### src/hdl/bdph_pkg.sv
package bdph_pkg;

  localparam int BUTTONS = 8;

  localparam int RAW_W   = 8;
  localparam int MASK_W  = 8;
  localparam int CNT_W   = 8;
  localparam int TIME_W  = 32;
  localparam int DELAY_W = 16;

  localparam int IN_DATA_W  = RAW_W + TIME_W;
  localparam int OUT_DATA_W = 3 * MASK_W;

  localparam int CFG_IDX_W  = 8;
  localparam int CFG_DATA_W = 16;

  localparam logic [CFG_IDX_W-1:0] CFG_THRESHOLD  = CFG_IDX_W'(0);
  localparam logic [CFG_IDX_W-1:0] CFG_HOLD_DELAY = CFG_IDX_W'(1);

  localparam logic [CNT_W-1:0]   THRESHOLD_RESET  = CNT_W'(4);
  localparam logic [DELAY_W-1:0] HOLD_DELAY_RESET = '0;

  typedef enum logic [1:0] {
    PH_FREE     = 2'd0,
    PH_PRESSED  = 2'd1,
    PH_HELD     = 2'd2,
    PH_RELEASED = 2'd3
  } phase_t;

  typedef struct packed {
    logic pressed;
    logic released;
    logic held;
  } lane_flags_t;

endpackage

### src/hdl/bdph_lane.sv
module bdph_lane (
  input  logic                          clk,
  input  logic                          rst,
  input  logic                          en,
  input  logic                          raw,
  input  logic [bdph_pkg::TIME_W-1:0]   now,
  input  logic [bdph_pkg::CNT_W-1:0]    threshold,
  input  logic [bdph_pkg::DELAY_W-1:0]  hold_delay,
  output bdph_pkg::lane_flags_t         flags
);

  logic [bdph_pkg::CNT_W-1:0]  integrator, integrator_next;
  logic                        level, level_next;
  bdph_pkg::phase_t            phase, phase_next;
  logic [bdph_pkg::TIME_W-1:0] hold_start, hold_start_next;
  logic [bdph_pkg::TIME_W-1:0] elapsed;

  always_comb begin
    if (raw) begin
      integrator_next = (integrator < threshold) ? integrator + 1'b1 : threshold;
    end else if (integrator != '0) begin
      integrator_next = integrator - 1'b1;
    end else begin
      integrator_next = integrator;
    end

    // hysteresis: set at threshold, clear only at zero
    priority if (integrator_next == '0) begin
      level_next = 1'b0;
    end else if (integrator_next >= threshold) begin
      level_next = 1'b1;
    end else begin
      level_next = level;
    end
  end

  always_ff @(posedge clk) begin
    if (rst) begin
      integrator <= '0;
      level      <= 1'b0;
      phase      <= bdph_pkg::PH_FREE;
      hold_start <= '0;
    end else if (en) begin
      integrator <= integrator_next;
      level      <= level_next;
      phase      <= phase_next;
      hold_start <= hold_start_next;
    end
  end

  always_comb begin
    phase_next      = phase;
    hold_start_next = hold_start;
    unique case (phase)
      bdph_pkg::PH_FREE: begin
        if (level_next) phase_next = bdph_pkg::PH_PRESSED;
      end
      bdph_pkg::PH_PRESSED: begin
        if (level_next) begin
          phase_next      = bdph_pkg::PH_HELD;
          hold_start_next = now;
        end else begin
          phase_next = bdph_pkg::PH_RELEASED;
        end
      end
      bdph_pkg::PH_HELD: begin
        if (!level_next) phase_next = bdph_pkg::PH_RELEASED;
      end
      bdph_pkg::PH_RELEASED: begin
        phase_next = bdph_pkg::PH_FREE;
      end
      default: begin
        phase_next = bdph_pkg::PH_FREE;
      end
    endcase

    elapsed        = now - hold_start_next;
    flags.pressed  = (phase_next == bdph_pkg::PH_PRESSED);
    flags.released = (phase_next == bdph_pkg::PH_RELEASED);
    flags.held     = (phase_next == bdph_pkg::PH_HELD) &&
                     ((hold_delay == '0) ||
                      (elapsed >= bdph_pkg::TIME_W'(hold_delay)));
  end

endmodule

### src/hdl/button_debounce_press_hold_core.sv
// Eight-button debouncer with a free/pressed/held/released sequence per button.
// Each transfer on the s side is one scan tick; it produces exactly one m-side
// transfer carrying the pressed, released and held masks after that tick.
// One tick is accepted every clock cycle while the m side does not stall; each tick
// passes the input register, then one update of all lanes into the result register.
// The rate is set by the per-lane integrator, level latch and phase update, which
// are all done in that one update. Registers: index 0 is the debounce threshold
// (reset 4, a threshold of 0 keeps every button free), index 1 the hold delay
// in ms (reset 0, held shows at once). Writes to other indexes are ignored.
// Write registers only while no tick is in flight.
module button_debounce_press_hold_core (
  input  logic                              clk,
  input  logic                              rst,

  input  logic                              s_tvalid,
  output logic                              s_tready,
  input  logic [bdph_pkg::IN_DATA_W-1:0]    s_tdata,   // button_bits[7:0], now_ms[39:8]

  output logic                              m_tvalid,
  input  logic                              m_tready,
  output logic [bdph_pkg::OUT_DATA_W-1:0]   m_tdata,   // pressed_mask[7:0],
                                                       // released_mask[15:8],
                                                       // held_mask[23:16]

  input  logic                              cfg_valid,
  output logic                              cfg_ready,
  input  logic [bdph_pkg::CFG_IDX_W-1:0]    cfg_index,
  input  logic [bdph_pkg::CFG_DATA_W-1:0]   cfg_data
);

  logic [bdph_pkg::CNT_W-1:0]   threshold;
  logic [bdph_pkg::DELAY_W-1:0] hold_delay;

  logic                         in_valid;
  logic [bdph_pkg::RAW_W-1:0]   in_bits;
  logic [bdph_pkg::TIME_W-1:0]  in_now;

  logic                         out_valid;
  logic [bdph_pkg::MASK_W-1:0]  pressed_mask, released_mask, held_mask;
  logic [bdph_pkg::MASK_W-1:0]  pressed_next, released_next, held_next;

  logic                         advance;
  logic                         lane_en;
  logic [bdph_pkg::BUTTONS-1:0] lane_raw;
  bdph_pkg::lane_flags_t        lane_flags [bdph_pkg::BUTTONS];

  assign cfg_ready = 1'b1;

  always_ff @(posedge clk) begin
    if (rst) begin
      threshold  <= bdph_pkg::THRESHOLD_RESET;
      hold_delay <= bdph_pkg::HOLD_DELAY_RESET;
    end else if (cfg_valid) begin
      if (cfg_index == bdph_pkg::CFG_THRESHOLD) begin
        threshold <= cfg_data[bdph_pkg::CNT_W-1:0];
      end
      if (cfg_index == bdph_pkg::CFG_HOLD_DELAY) begin
        hold_delay <= cfg_data[bdph_pkg::DELAY_W-1:0];
      end
    end
  end

  assign advance  = !out_valid || m_tready;
  assign s_tready = !in_valid || advance;
  assign lane_en  = in_valid && advance;

  always_ff @(posedge clk) begin
    if (rst) begin
      in_valid <= 1'b0;
    end else if (s_tready) begin
      in_valid <= s_tvalid;
    end
  end

  always_ff @(posedge clk) begin
    if (s_tvalid && s_tready) begin
      in_bits <= s_tdata[bdph_pkg::RAW_W-1:0];
      in_now  <= s_tdata[bdph_pkg::IN_DATA_W-1:bdph_pkg::RAW_W];
    end
  end

  for (genvar i = 0; i < bdph_pkg::BUTTONS; i++) begin : g_lane
    if (i < bdph_pkg::RAW_W) begin : g_raw
      assign lane_raw[i] = in_bits[i];
    end else begin : g_noraw
      assign lane_raw[i] = 1'b0;
    end

    bdph_lane u_lane (
      .clk        (clk),
      .rst        (rst),
      .en         (lane_en),
      .raw        (lane_raw[i]),
      .now        (in_now),
      .threshold  (threshold),
      .hold_delay (hold_delay),
      .flags      (lane_flags[i])
    );
  end

  for (genvar b = 0; b < bdph_pkg::MASK_W; b++) begin : g_mask
    if (b < bdph_pkg::BUTTONS) begin : g_used
      assign pressed_next[b]  = lane_flags[b].pressed;
      assign released_next[b] = lane_flags[b].released;
      assign held_next[b]     = lane_flags[b].held;
    end else begin : g_unused
      assign pressed_next[b]  = 1'b0;
      assign released_next[b] = 1'b0;
      assign held_next[b]     = 1'b0;
    end
  end

  always_ff @(posedge clk) begin
    if (rst) begin
      out_valid <= 1'b0;
    end else if (advance) begin
      out_valid <= in_valid;
    end
  end

  always_ff @(posedge clk) begin
    if (lane_en) begin
      pressed_mask  <= pressed_next;
      released_mask <= released_next;
      held_mask     <= held_next;
    end
  end

  assign m_tvalid = out_valid;
  assign m_tdata  = {held_mask, released_mask, pressed_mask};

endmodule

### config.mk
export PLATFORM = sky130hd
export DESIGN_NAME = button_debounce_press_hold_core
export DESIGN_NICKNAME = d
export VERILOG_FILES = /design/src/hdl/bdph_pkg.sv /design/src/hdl/bdph_lane.sv /design/src/hdl/button_debounce_press_hold_core.sv
export SDC_FILE = /design/constraint.sdc
export NUM_CORES = 2
export LEC_CHECK = 0
export ABC_AREA = 0
export ABC_CLOCK_PERIOD_IN_PS = 9650
export BUFFER_PORTS_ARGS = -buffer_cell sky130_fd_sc_hd__buf_4
export CORE_AREA = 2 2 275 277
export CTS_BUF_LIST = sky130_fd_sc_hd__clkbuf_16
export DETAILED_ROUTE_END_ITERATION = 8
export DIE_AREA = 0 0 277 279
export PLACE_DENSITY = 0.77
export SYNTH_ARGS = -nofsm -noshare
export SYNTH_HDL_FRONTEND = slang
export SYNTH_SLANG_ARGS = --single-unit
### constraint.sdc
create_clock -name clk -period 9.65 [get_ports clk]
set_input_delay 0.965 -clock clk [delete_from_list [all_inputs] [get_ports clk]]
set_output_delay 0.965 -clock clk [all_outputs]
set_load 0.01 [all_outputs]
==> impl_metrics.ini <==
[status]
status = finished clean

[placed_design]
dpl.hpwl_mm = 91.8
gp_congestion = 0.980
port_buffers = 94

[worst_setup_path]
cp.arrival_ps = 9600
rr_worst_depth = 47
end_kind = flip-flop
start_kind = flip-flop
cp.required_ps = 10010
reg2reg_to = held_mask[6]$_DFFE_PP_
critPathMostFrequentCell = ha_1
worstReg2RegStart = threshold[1]$_SDFFE_PP0P_
path_class = flip-flop to flip-flop
crit_fanout = 11
max_stage_delay_ps = 390
rrSetupSlack_ps = 410
cp_slowest_cell = a2111oi_2

[timing]
fin_crit_sh_pct = 95.8
rsz0062_at_grt = true
setup_viol = 0
tightest_slew_ps = 1160
finClkSkew_ps = 19.5
max-slew-margin-rel_pct = 22.8
drv_slew = 0
hold_viol = 0
clock.fmax_mhz = 108
finalCriticalPeriod_ps = 9240

[yosys]
yosysWarnings = 0
synth_seq_cells = 434
ys_async_sr_fraction_pct = 0
yosysSeqAreaShare_pct = 22.2
avgSynthCellArea_um2 = 7.76
yosys.area.top_type = dfxtp_1
yosysTopAreaCellShare_pct = 17.7
syn_area_um2 = 41900
synth_cells = 5401
synth-main-ff-cell = dfxtp_1
synth_edf_count = 64
yosys-top-cells-area = dfxtp_1 (18%), ha_1 (15%), mux2i_1 (7.0%), nor2_1 (6.4%), a211oi_1 (5.3%)
syn_nets = 5995
synth_cell_types = 101

[final_layout]
nets = 6018
n_antenna_cell = 0
layout-drive-gt1-share_pct = 9.98
post-route-util_pct = 62.9
area_delta_synth_final_pct = 11.0

[routing]
ant_nets = 0
wl_per_cell_um = 20.4
routed_via_density = 6.40
vias = 41200
first_iter_violations = 4005
drc = 0
wirelength_mm = 131
first_pass_iters = 6

[global_route]
grt_antenna_before_repair = 1
grt_max_degree = 147
grt_pass1_vias = 37800
grt_pass1_wl_mm = 204
grt.total_usage_pct = 32.3
grt.overflow.total = 0

[floorplanning]
fp.dieH_um = 279
placementRows = 100
start_util_pct = 56.6
num_io_pins = 96
die-area_um2 = 77300
coreArea_um2 = 74100
die_w_um = 277

[worst_hold_path]
holdPathStages = 2
worstHoldStart = g_lane[4].u_lane.level$_SDFFE_PP0P_
hold_path.class = flip-flop to flip-flop
hold_end = g_lane[4].u_lane.level$_SDFFE_PP0P_

[cts]
cts_sinks = 434
h-tree-depth = 2
numCtsBuffers = 53
clock-root-buffer = clkbuf_16
clkLatencyLatePin_ps = 630
cts_tree = yes
cts.path.max_buffers = 3
clk_pin_slew_worst_paths_ps = 60

[power]
ir_worst_vdd_mv = 0.173
power_leakage_nw = 19.0
finalPower_mw = 7.94
power_density_nw_per_um2 = 171

[flow_run]
maxCapViolCount = 0
[worst max-delay path: cells and delay by family, from the launching register on]
family | cells | cell delay [ps]
DFF | 1 | 320
buffers and inverters | 5 | 610
AOI/OAI and AO/OA | 26 | 5010
and+or+nand+nor | 8 | 1490
muxes | 3 | 500
xor gates and xnor gates | 1 | 60
adders and majority gates | 4 | 940
[how the worst max path moves through the flow]
stage	to	start
2_1_floorplan	held_mask[0]$_DFFE_PP_	threshold[7]$_SDFFE_PP0P_
5_1_grt	held_mask[0]$_DFFE_PP_	threshold[6]$_SDFFE_PP0P_
6_report	held_mask[6]$_DFFE_PP_	threshold[1]$_SDFFE_PP0P_
4_1_cts	held_mask[0]$_DFFE_PP_	g_lane[0].u_lane.integrator[1]$_SDFFE_PP0P_
3_3_place_gp	held_mask[0]$_DFFE_PP_	g_lane[0].u_lane.integrator[1]$_SDFFE_PP0P_
3_5_place_dp	held_mask[4]$_DFFE_PP_	threshold[5]$_SDFFE_PP0P_
[where the power goes]
group	switching (mW)	total, mW	internal [mW]	leakage (nW)
clock	0.879	2.07	1.19	0.884
sequential	0.113	2.09	1.97	3.65
combinational	2.24	3.79	1.55	14.5
total	3.23	7.94	4.71	19.0
[synthesized netlist by cell type (32+ instances only)]
master and count:
a21oi_1 378, ha_1 517, o211ai_1 39, nand2_1 453
inv_1 218, nand2b_1 84, nor3_1 116, nor2b_1 76
dfxtp_1 370, a31oi_1 56, xor2_1 99, a21o_1 154
mux2i_1 292, nand3_1 110, xnor2_1 134, nand4_1 38
a311oi_1 32, a211oi_1 297, nor2_1 713, edfxtp_1 64
o21ai_0 271, clkbuf_1 282, o21a_1 36
[cells by family (layout without fill, tap and decap cells)]
group	after synthesis	after routing	synth area share, %
AOI/OAI and AO/OA	1556	1558	24.7
muxes	312	312	7.51
adders and majority gates	540	540	16.2
DFF	434	434	22.2
xor gates and xnor gates	233	233	4.87
and+or+nand+nor	1790	1790	19.6
other	1	1	0.00894
buffers and inverters	535	601	4.92
[placed cells by master, fill, tap and decap left out, types with 23 or more instances in the layout]
cell	n
nor2_1	707
ha_1	511
nand2_1	449
dfxtp_1	369
a21oi_1	362
a211oi_1	288
mux2i_1	286
buf_4	270
o21ai_0	251
inv_1	222
a21o_1	154
xnor2_1	134
nor3_1	111
nand3_1	110
xor2_1	99
nand2b_1	83
nor2b_1	76
edfxtp_1	64
clkbuf_16	55
a31oi_1	53
o211ai_1	39
nand4_1	38
o21a_1	35
and3_1	31
a311oi_1	31
nor4_1	24
or3_1	23
o31ai_1	23
[per-stage QoR]
step / worst slack, ps / area, µm² / instances / setup TNS, ps / hold WS (ps)
final: 410 / 46600 / 6438 / 0 / 459
after global routing: -198 / 46600 / 6438 / -459 / 482
after CTS: 22.4 / 45600 / 6399 / 0 / 455
after detailed placement: -40.0 / 43900 / 6299 / -40.0 / 447
after global placement: 266 / 43900 / 6299 / 0 / 439
after floorplan: 62.6 / 41900 / 5401 / 0 / 434
[state kept, by name (all words and copies together), names as in the netlist]
register / cells
g_lane.u_lane.integrator: 64
hold_delay: 16
in_now: 32
held_mask: 8
g_lane.u_lane.hold_start: 256
m_tvalid: 1
g_lane.u_lane.phase: 16
pressed_mask: 8
released_mask: 8
g_lane.u_lane.level: 8
threshold: 8
in_bits: 8
in_valid: 1
[cell type report]
class,count,area [µm²]
Clock buffer,55,1380
Clock inverter,45,378
Fill cell,6465,27500
Inverter,218,826
Multi-Input combinational cell,4434,31200
Sequential cell,434,9330
Tap cell,969,1210
Timing Repair Buffer,283,2210
[per-layer routing]
layer | global-route usage, % | up-vias | part of all wire [%]
li1 | - | 19800 | -
met5 | 0 | - | 0
met4 | 15.1 | 0 | 5.4
met1 | 42.1 | 19400 | 42
met2 | 53.1 | 1606 | 45
met3 | 4.18 | 380 | 8.1
[repair_timing]
item | in CTS | in global routing
buffers inserted | 0 | 37
resized for setup | 2 | 163
pin swaps | 1 | 50
cloned | 0 | 2
hold buffers | 0 | 0
endpoints found under the setup margin | 3 | 8
(Power assumes the default switching activity.)
